### config.mk
export PLATFORM = sky130hd
export DESIGN_NAME = rc4_stream_cipher_4byte_key_top
export DESIGN_NICKNAME = d
export VERILOG_FILES = /design/src/hdl/rc4_pkg.sv /design/src/hdl/rc4_stream_cipher_4byte_key_top.sv
export SDC_FILE = /design/constraint.sdc
export NUM_CORES = 2
export LEC_CHECK = 0
export BUFFER_PORTS_ARGS = -buffer_cell sky130_fd_sc_hd__buf_2
export CAP_MARGIN = 20
export CORE_AREA = 10 10 366 634
export CTS_CLUSTER_SIZE = 40
export DETAILED_ROUTE_END_ITERATION = 10
export DIE_AREA = 0 0 376 644
export GPL_ROUTABILITY_DRIVEN = 0
export PLACE_DENSITY = 0.5
export SETUP_SLACK_MARGIN = 0.5
export SLEW_MARGIN = 20
export SYNTH_ARGS = -nofsm -noshare
export SYNTH_HDL_FRONTEND = slang
export SYNTH_SLANG_ARGS = --single-unit
### constraint.sdc
create_clock -name clk -period 6.5 [get_ports clk]
set_clock_uncertainty 0.1 [all_clocks]
set_input_delay 0.325 -clock clk [delete_from_list [all_inputs] [get_ports clk]]
set_output_delay 0.325 -clock clk [all_outputs]
set_load 0.01 [all_outputs]
### src/hdl/rc4_pkg.sv
// ----------------------------------------------------------------------------
// rc4_pkg
// Shared constants and sequencer state type for the RC4 stream cipher block.
// ----------------------------------------------------------------------------
package rc4_pkg;

  localparam int unsigned TABLE_DEPTH = 256;
  localparam int unsigned IDX_W       = $clog2(TABLE_DEPTH);
  localparam int unsigned KEY_BYTES   = 4;
  localparam int unsigned KSEL_W      = $clog2(KEY_BYTES);
  localparam int unsigned BYTE_W      = 8;
  localparam int unsigned KEY_W       = KEY_BYTES * BYTE_W;

  localparam logic [IDX_W-1:0] IDX_LAST = IDX_W'(TABLE_DEPTH - 1);

  typedef enum logic [11:0] {
    ST_IDLE     = 12'b0000_0000_0001,
    ST_FILL     = 12'b0000_0000_0010,
    ST_KS_RD_I  = 12'b0000_0000_0100,
    ST_KS_RD_J  = 12'b0000_0000_1000,
    ST_KS_WR_I  = 12'b0000_0001_0000,
    ST_KS_WR_J  = 12'b0000_0010_0000,
    ST_PG_RD_I  = 12'b0000_0100_0000,
    ST_PG_RD_J  = 12'b0000_1000_0000,
    ST_PG_WR_I  = 12'b0001_0000_0000,
    ST_PG_WR_J  = 12'b0010_0000_0000,
    ST_PG_RD_K  = 12'b0100_0000_0000,
    ST_PG_OUT   = 12'b1000_0000_0000
  } state_t;

endpackage

### src/hdl/rc4_stream_cipher_4byte_key_top.sv
// ----------------------------------------------------------------------------
// rc4_stream_cipher_4byte_key_top
// RC4 byte cipher with a 4-byte key; one shared dual-port permutation RAM
// driven by a small sequencer for key scheduling and keystream generation.
// ----------------------------------------------------------------------------
// A byte steps through PG_RD_I, PG_RD_J, PG_WR_I, PG_WR_J, PG_RD_K, then PG_OUT, where
// out_valid is set once the output register is free. A message start (or the first
// byte after reset) first schedules the key: identity fill of all 256 entries, then a
// swap per entry. in_ready is low until the sequencer is idle (single RAM read port).
// Reset: synchronous active-low; clears control, indices, key and keyed flag.
// The RAM is not cleared; the first byte after reset always schedules it.
module rc4_stream_cipher_4byte_key_top
  import rc4_pkg::*;
(
  input  logic              clk,
  input  logic              rst_n,
  input  logic              cfg_we,
  input  logic [KEY_W-1:0]  cfg_wdata,
  input  logic              in_valid,
  output logic              in_ready,
  input  logic [BYTE_W-1:0] in_data_byte,
  input  logic              in_start_of_message,
  output logic              out_valid,
  input  logic              out_ready,
  output logic [BYTE_W-1:0] out_cipher_byte
);

  logic [BYTE_W-1:0] perm_mem [TABLE_DEPTH];

  state_t            state_r, state_nxt;
  logic [IDX_W-1:0]  ctr_r, ctr_nxt;
  logic [IDX_W-1:0]  i_r, i_nxt;
  logic [IDX_W-1:0]  j_r, j_nxt;
  logic [BYTE_W-1:0] si_r, si_nxt;
  logic [IDX_W-1:0]  sum_r, sum_nxt;
  logic [BYTE_W-1:0] data_r, data_nxt;
  logic              keyed_r, keyed_nxt;
  logic [KEY_W-1:0]  key_r;
  logic              out_valid_r, out_valid_nxt;
  logic [BYTE_W-1:0] out_byte_r, out_byte_nxt;

  logic              wr_en;
  logic [IDX_W-1:0]  wr_addr;
  logic [BYTE_W-1:0] wr_data;
  logic [IDX_W-1:0]  rd_addr;
  logic [BYTE_W-1:0] rd_data_r;
  logic [BYTE_W-1:0] key_byte;
  logic              in_acc;

  assign in_ready        = (state_r == ST_IDLE);
  assign in_acc          = in_valid && in_ready;
  assign out_valid       = out_valid_r;
  assign out_cipher_byte = out_byte_r;

  assign key_byte = key_r[ctr_r[KSEL_W-1:0]*BYTE_W +: BYTE_W];

  // permutation RAM: one write, one registered read per cycle
  always_ff @(posedge clk) begin
    if (wr_en) begin
      perm_mem[wr_addr] <= wr_data;
    end
    rd_data_r <= perm_mem[rd_addr];
  end

  always_comb begin
    state_nxt     = state_r;
    ctr_nxt       = ctr_r;
    i_nxt         = i_r;
    j_nxt         = j_r;
    si_nxt        = si_r;
    sum_nxt       = sum_r;
    data_nxt      = data_r;
    keyed_nxt     = keyed_r;
    out_valid_nxt = out_valid_r;
    out_byte_nxt  = out_byte_r;
    wr_en         = 1'b0;
    wr_addr       = ctr_r;
    wr_data       = ctr_r;
    rd_addr       = sum_r;

    // drop the result once taken
    if (out_valid_r && out_ready) begin
      out_valid_nxt = 1'b0;
    end

    unique case (state_r)
      ST_IDLE: begin
        if (in_acc) begin
          data_nxt = in_data_byte;
          if (in_start_of_message || !keyed_r) begin
            ctr_nxt   = '0;
            state_nxt = ST_FILL;
          end else begin
            state_nxt = ST_PG_RD_I;
          end
        end
      end
      ST_FILL: begin
        wr_en   = 1'b1;
        ctr_nxt = ctr_r + 1'b1;
        if (ctr_r == IDX_LAST) begin
          j_nxt     = '0;
          state_nxt = ST_KS_RD_I;
        end
      end
      ST_KS_RD_I: begin
        rd_addr   = ctr_r;
        state_nxt = ST_KS_RD_J;
      end
      ST_KS_RD_J: begin
        si_nxt    = rd_data_r;
        j_nxt     = j_r + rd_data_r + key_byte;
        rd_addr   = j_nxt;
        state_nxt = ST_KS_WR_I;
      end
      ST_KS_WR_I: begin
        wr_en     = 1'b1;
        wr_addr   = ctr_r;
        wr_data   = rd_data_r;
        state_nxt = ST_KS_WR_J;
      end
      ST_KS_WR_J: begin
        wr_en   = 1'b1;
        wr_addr = j_r;
        wr_data = si_r;
        ctr_nxt = ctr_r + 1'b1;
        if (ctr_r == IDX_LAST) begin
          i_nxt     = '0;
          j_nxt     = '0;
          keyed_nxt = 1'b1;
          state_nxt = ST_PG_RD_I;
        end else begin
          state_nxt = ST_KS_RD_I;
        end
      end
      ST_PG_RD_I: begin
        i_nxt     = i_r + 1'b1;
        rd_addr   = i_nxt;
        state_nxt = ST_PG_RD_J;
      end
      ST_PG_RD_J: begin
        si_nxt    = rd_data_r;
        j_nxt     = j_r + rd_data_r;
        rd_addr   = j_nxt;
        state_nxt = ST_PG_WR_I;
      end
      ST_PG_WR_I: begin
        wr_en     = 1'b1;
        wr_addr   = i_r;
        wr_data   = rd_data_r;
        sum_nxt   = si_r + rd_data_r;
        state_nxt = ST_PG_WR_J;
      end
      ST_PG_WR_J: begin
        wr_en     = 1'b1;
        wr_addr   = j_r;
        wr_data   = si_r;
        state_nxt = ST_PG_RD_K;
      end
      ST_PG_RD_K: begin
        state_nxt = ST_PG_OUT;
      end
      ST_PG_OUT: begin
        // hold until the output register is free; rd_addr stays on sum_r
        if (!out_valid_r || out_ready) begin
          out_valid_nxt = 1'b1;
          out_byte_nxt  = data_r ^ rd_data_r;
          state_nxt     = ST_IDLE;
        end
      end
      default: begin
        state_nxt = ST_IDLE;
      end
    endcase
  end

  always_ff @(posedge clk) begin
    if (!rst_n) begin
      state_r     <= ST_IDLE;
      ctr_r       <= '0;
      i_r         <= '0;
      j_r         <= '0;
      keyed_r     <= 1'b0;
      key_r       <= '0;
      out_valid_r <= 1'b0;
    end else begin
      state_r     <= state_nxt;
      ctr_r       <= ctr_nxt;
      i_r         <= i_nxt;
      j_r         <= j_nxt;
      keyed_r     <= keyed_nxt;
      out_valid_r <= out_valid_nxt;
      if (cfg_we) begin
        key_r <= cfg_wdata;
      end
    end
  end

  always_ff @(posedge clk) begin
    si_r       <= si_nxt;
    sum_r      <= sum_nxt;
    data_r     <= data_nxt;
    out_byte_r <= out_byte_nxt;
  end

  // a message start always triggers a fresh schedule
  a_start_fill: assert property (@(posedge clk) disable iff (!rst_n)
    (in_acc && in_start_of_message) |=> (state_r == ST_FILL))
    else $error("start of message did not start key scheduling");

  // an unkeyed table is never used for keystream
  a_unkeyed_fill: assert property (@(posedge clk) disable iff (!rst_n)
    (in_acc && !keyed_r) |=> (state_r == ST_FILL))
    else $error("item accepted on unkeyed table without scheduling");

  // once keyed, stays keyed until reset
  a_keyed_sticky: assert property (@(posedge clk) disable iff (!rst_n)
    keyed_r |=> keyed_r)
    else $error("keyed flag dropped");

  // schedule end restarts both indices at zero
  a_sched_end: assert property (@(posedge clk) disable iff (!rst_n)
    (state_r == ST_KS_WR_J && ctr_r == IDX_LAST)
      |=> (state_r == ST_PG_RD_I && i_r == '0 && j_r == '0 && keyed_r))
    else $error("indices not reset at end of key scheduling");

  // a result is loaded only when the output register is free
  a_no_overwrite: assert property (@(posedge clk) disable iff (!rst_n)
    (state_r == ST_PG_OUT && out_valid_r && !out_ready) |=> (state_r == ST_PG_OUT))
    else $error("result overwrote a pending item");

endmodule
==> impl_metrics.yaml <==
outcome:
  outcome: "complete, no violations"
synthesis:
  synth_seq_cells: 2158
  synth-seq-area-share_pct: 72.7
  synth.most_common_cell: "edfxtp_1"
  async_reset_ff_share_pct: 0
  yosys_warnings: 0
  synthTopCellsByArea: "edfxtp_1, nand2_1, mux2i_1"
  synth_commonest_cells: "edfxtp_1, nand2_1, nand3_1"
  synth_area_per_cell_sq_um: 13.7
  synth_fp_nets: 6518
  synth_cells: 6446
  synth_area_leader_cell: "edfxtp_1"
  synth_top_area_share_pct: 71.0
  netlist_area_sq_um: 88000
  ys.flop_type: "edfxtp_1"
  synth-edff-count: 2080
  yosysUniqueCellTypes: 92
final_layout:
  top_regs: "perm_mem (2048), key_r (32), state_r (12)"
  fin_nets: 6774
  stdcell_count: 9743
  num-fill-cells: 19900
  top_register: "perm_mem"
  final_layout_size_suffix_gt1_share_pct: 12.0
  area_growth_pct: 13.6
  largest_reg_flops: 2048
floorplan:
  dieArea_sq_um: 242000
  die_h_microns: 644
  core_area_sq_um: 221000
  top_level_ports: 56
  die_w_microns: 376
  initial_core_util_pct: 39.7
  std_cell_rows: 229
flow_run:
  maxCapViolCount: 0
clock_network:
  worstSkewPairLatency_ns: 0.87
  h-tree-depth: 4
  clk_pin_slew_ns: 0.07
  cts.sinks: 2158
  cts_buffer_depth: 4
  tritoncts: "built"
  root_buffer: "clkbuf_16"
  cts-buffers-inserted: 200
grt:
  grt_max_degree: 105
  grt_antenna_before_repair: 9
  grt_pass1_vias: 56300
  track_usage_pct: 25.4
  grt_pass1_wl_mm: 441
  grt_overflow_total: 0
timing:
  final_max_slew_viol_count: 0
  relSlewSlack_pct: 20.9
  tightestPinTransition_ns: 1.18
  rsz0062_at_grt: "true"
  finalCritPeriodShare_pct: 92.5
  max_freq_mhz: 166
  hold_violations: 0
  finalCriticalPeriod_ns: 6.01
  final-setup-viol-count: 0
  whs_ns: 0.0617
placement:
  dpl.hpwl_mm: 207
  dp_cells: 9339
  portBuffers: 55
drt:
  routed_wirelength_mm: 317
  ant_nets: 0
  via_count: 57300
  first_pass_iters: 5
  viasPerCell: 5.88
  routedWlPerCell_microns: 32.5
  first_iter_violations: 5638
  route.detailed.drc: 0
setup_path:
  critPathArrivalTime_ns: 6.64
  r2r_cells: 15
  startpoint_type: "register"
  critPathKind: "reg -> reg"
  required_ns: 7.12
  cp_max_fo: 17
  end_kind: "register"
power_and_ir_drop:
  power.total_mw: 26.7
  peakVddDrop_mv: 0.216
  power_leakage_nw: 33.0
  pwr_density_cell_nw_per_um2: 267
hold_path:
  min_path_type: "in -> reg"
  hold_depth: 2
-- critical path: stages (launching register included) --
cell and delay, ns:
dfxtp_1 0.68, ha_1 0.39, and3_1 0.19, a221oi_1 0.55, xnor2_1 0.20, ha_1 0.27
or2_2 0.31, o22ai_1 0.14, mux2i_1 0.19, o32ai_4 0.44, buf_4 0.40, nor2_1 0.31
o21ai_1 0.44, o211ai_1 0.25, a2111oi_2 0.65, and4b_1 0.31
-- logic make-up after synthesis --
family	after synthesis	share of synthesized area, %
simple gates	2752	13.5
flops	2158	72.7
compound gates	693	5.83
buf+inv	433	2.54
mux	351	4.70
xor+xnor	33	0.328
fa+ha+maj	26	0.395
-- cells in the final DEF (no fill, tap or decap), types with 48 or more instances in the layout --
cell and instances:
buf_4 308, mux2i_1 281, dfxtp_1 78, a31oi_1 59
and3_1 117, a21oi_1 122, edfxtp_1 2080, clkbuf_1 54
buf_12 57, clkbuf_16 202, clkinv_1 48, a311oi_1 142
nand2_1 1529, buf_2 55, nor2_1 354, nand3_1 558
a32oi_1 54
-- final timing paths --
path | startpoint | endpoint | slack [ns]
max reg2reg | rd_data_r[3] | rd_data_r[4] | 0.49
max | rd_data_r[3] | rd_data_r[4] | 0.49
min reg2reg | keyed_r | keyed_r | 0.38
min | in_data_byte[2] | data_r[2] | 0.06
-- where the power goes --
group          internal, mW  switching [mW]
logic                 0.121           0.230
clock network          6.07            5.21
registers              15.1          0.0234
total                  21.2            5.47
-- per-layer routing --
metal / global-route usage [%] / vias to the layer above / part of all wire (%)
li1: - / 24700 / -
met1: 29.0 / 29400 / 36
met5: 0 / - / 0.013
met3: 3.58 / 733 / 6.3
met4: 16.3 / 6 / 7.6
met2: 44.4 / 2478 / 50
-- stage by stage --
step / setup WS, ns / setup TNS, ns / util [%] / instance area, sq um
CTS: 0.482 / 0 / 45.1 / 99900
global route: 0.388 / 0 / 45.2 / 100000
floorplan: 0.599 / 0 / - / 88000
global placement: -0.494 / -0.595 / 42.2 / 93400
finish: 0.485 / 0 / 45.2 / 100000
detailed placement: -0.0811 / -0.0811 / 42.2 / 93500
-- area by class of cell --
cell class,instances,area (sq um),share of cell area [%]
timing repair buffer,466,4210,4.21
multi-input combinational,3855,22100,22.1
tap,2887,3610,3.61
clock buffer,258,5290,5.28
clock inverter,95,678,0.678
inverter,21,78.8,0.0788
sequential,2158,64000,64.0
antenna,3,7.51,0.00751
-- repair_timing --
action,CTS,global route
endpoints found under the hold margin,69,0
gates cloned,0,0
buffers inserted,2,0
endpoints found under the setup margin,5,8
pin swaps,2,1
resized for setup,9,11
hold buffers,45,0
Power figures use the tool's default switching activity.
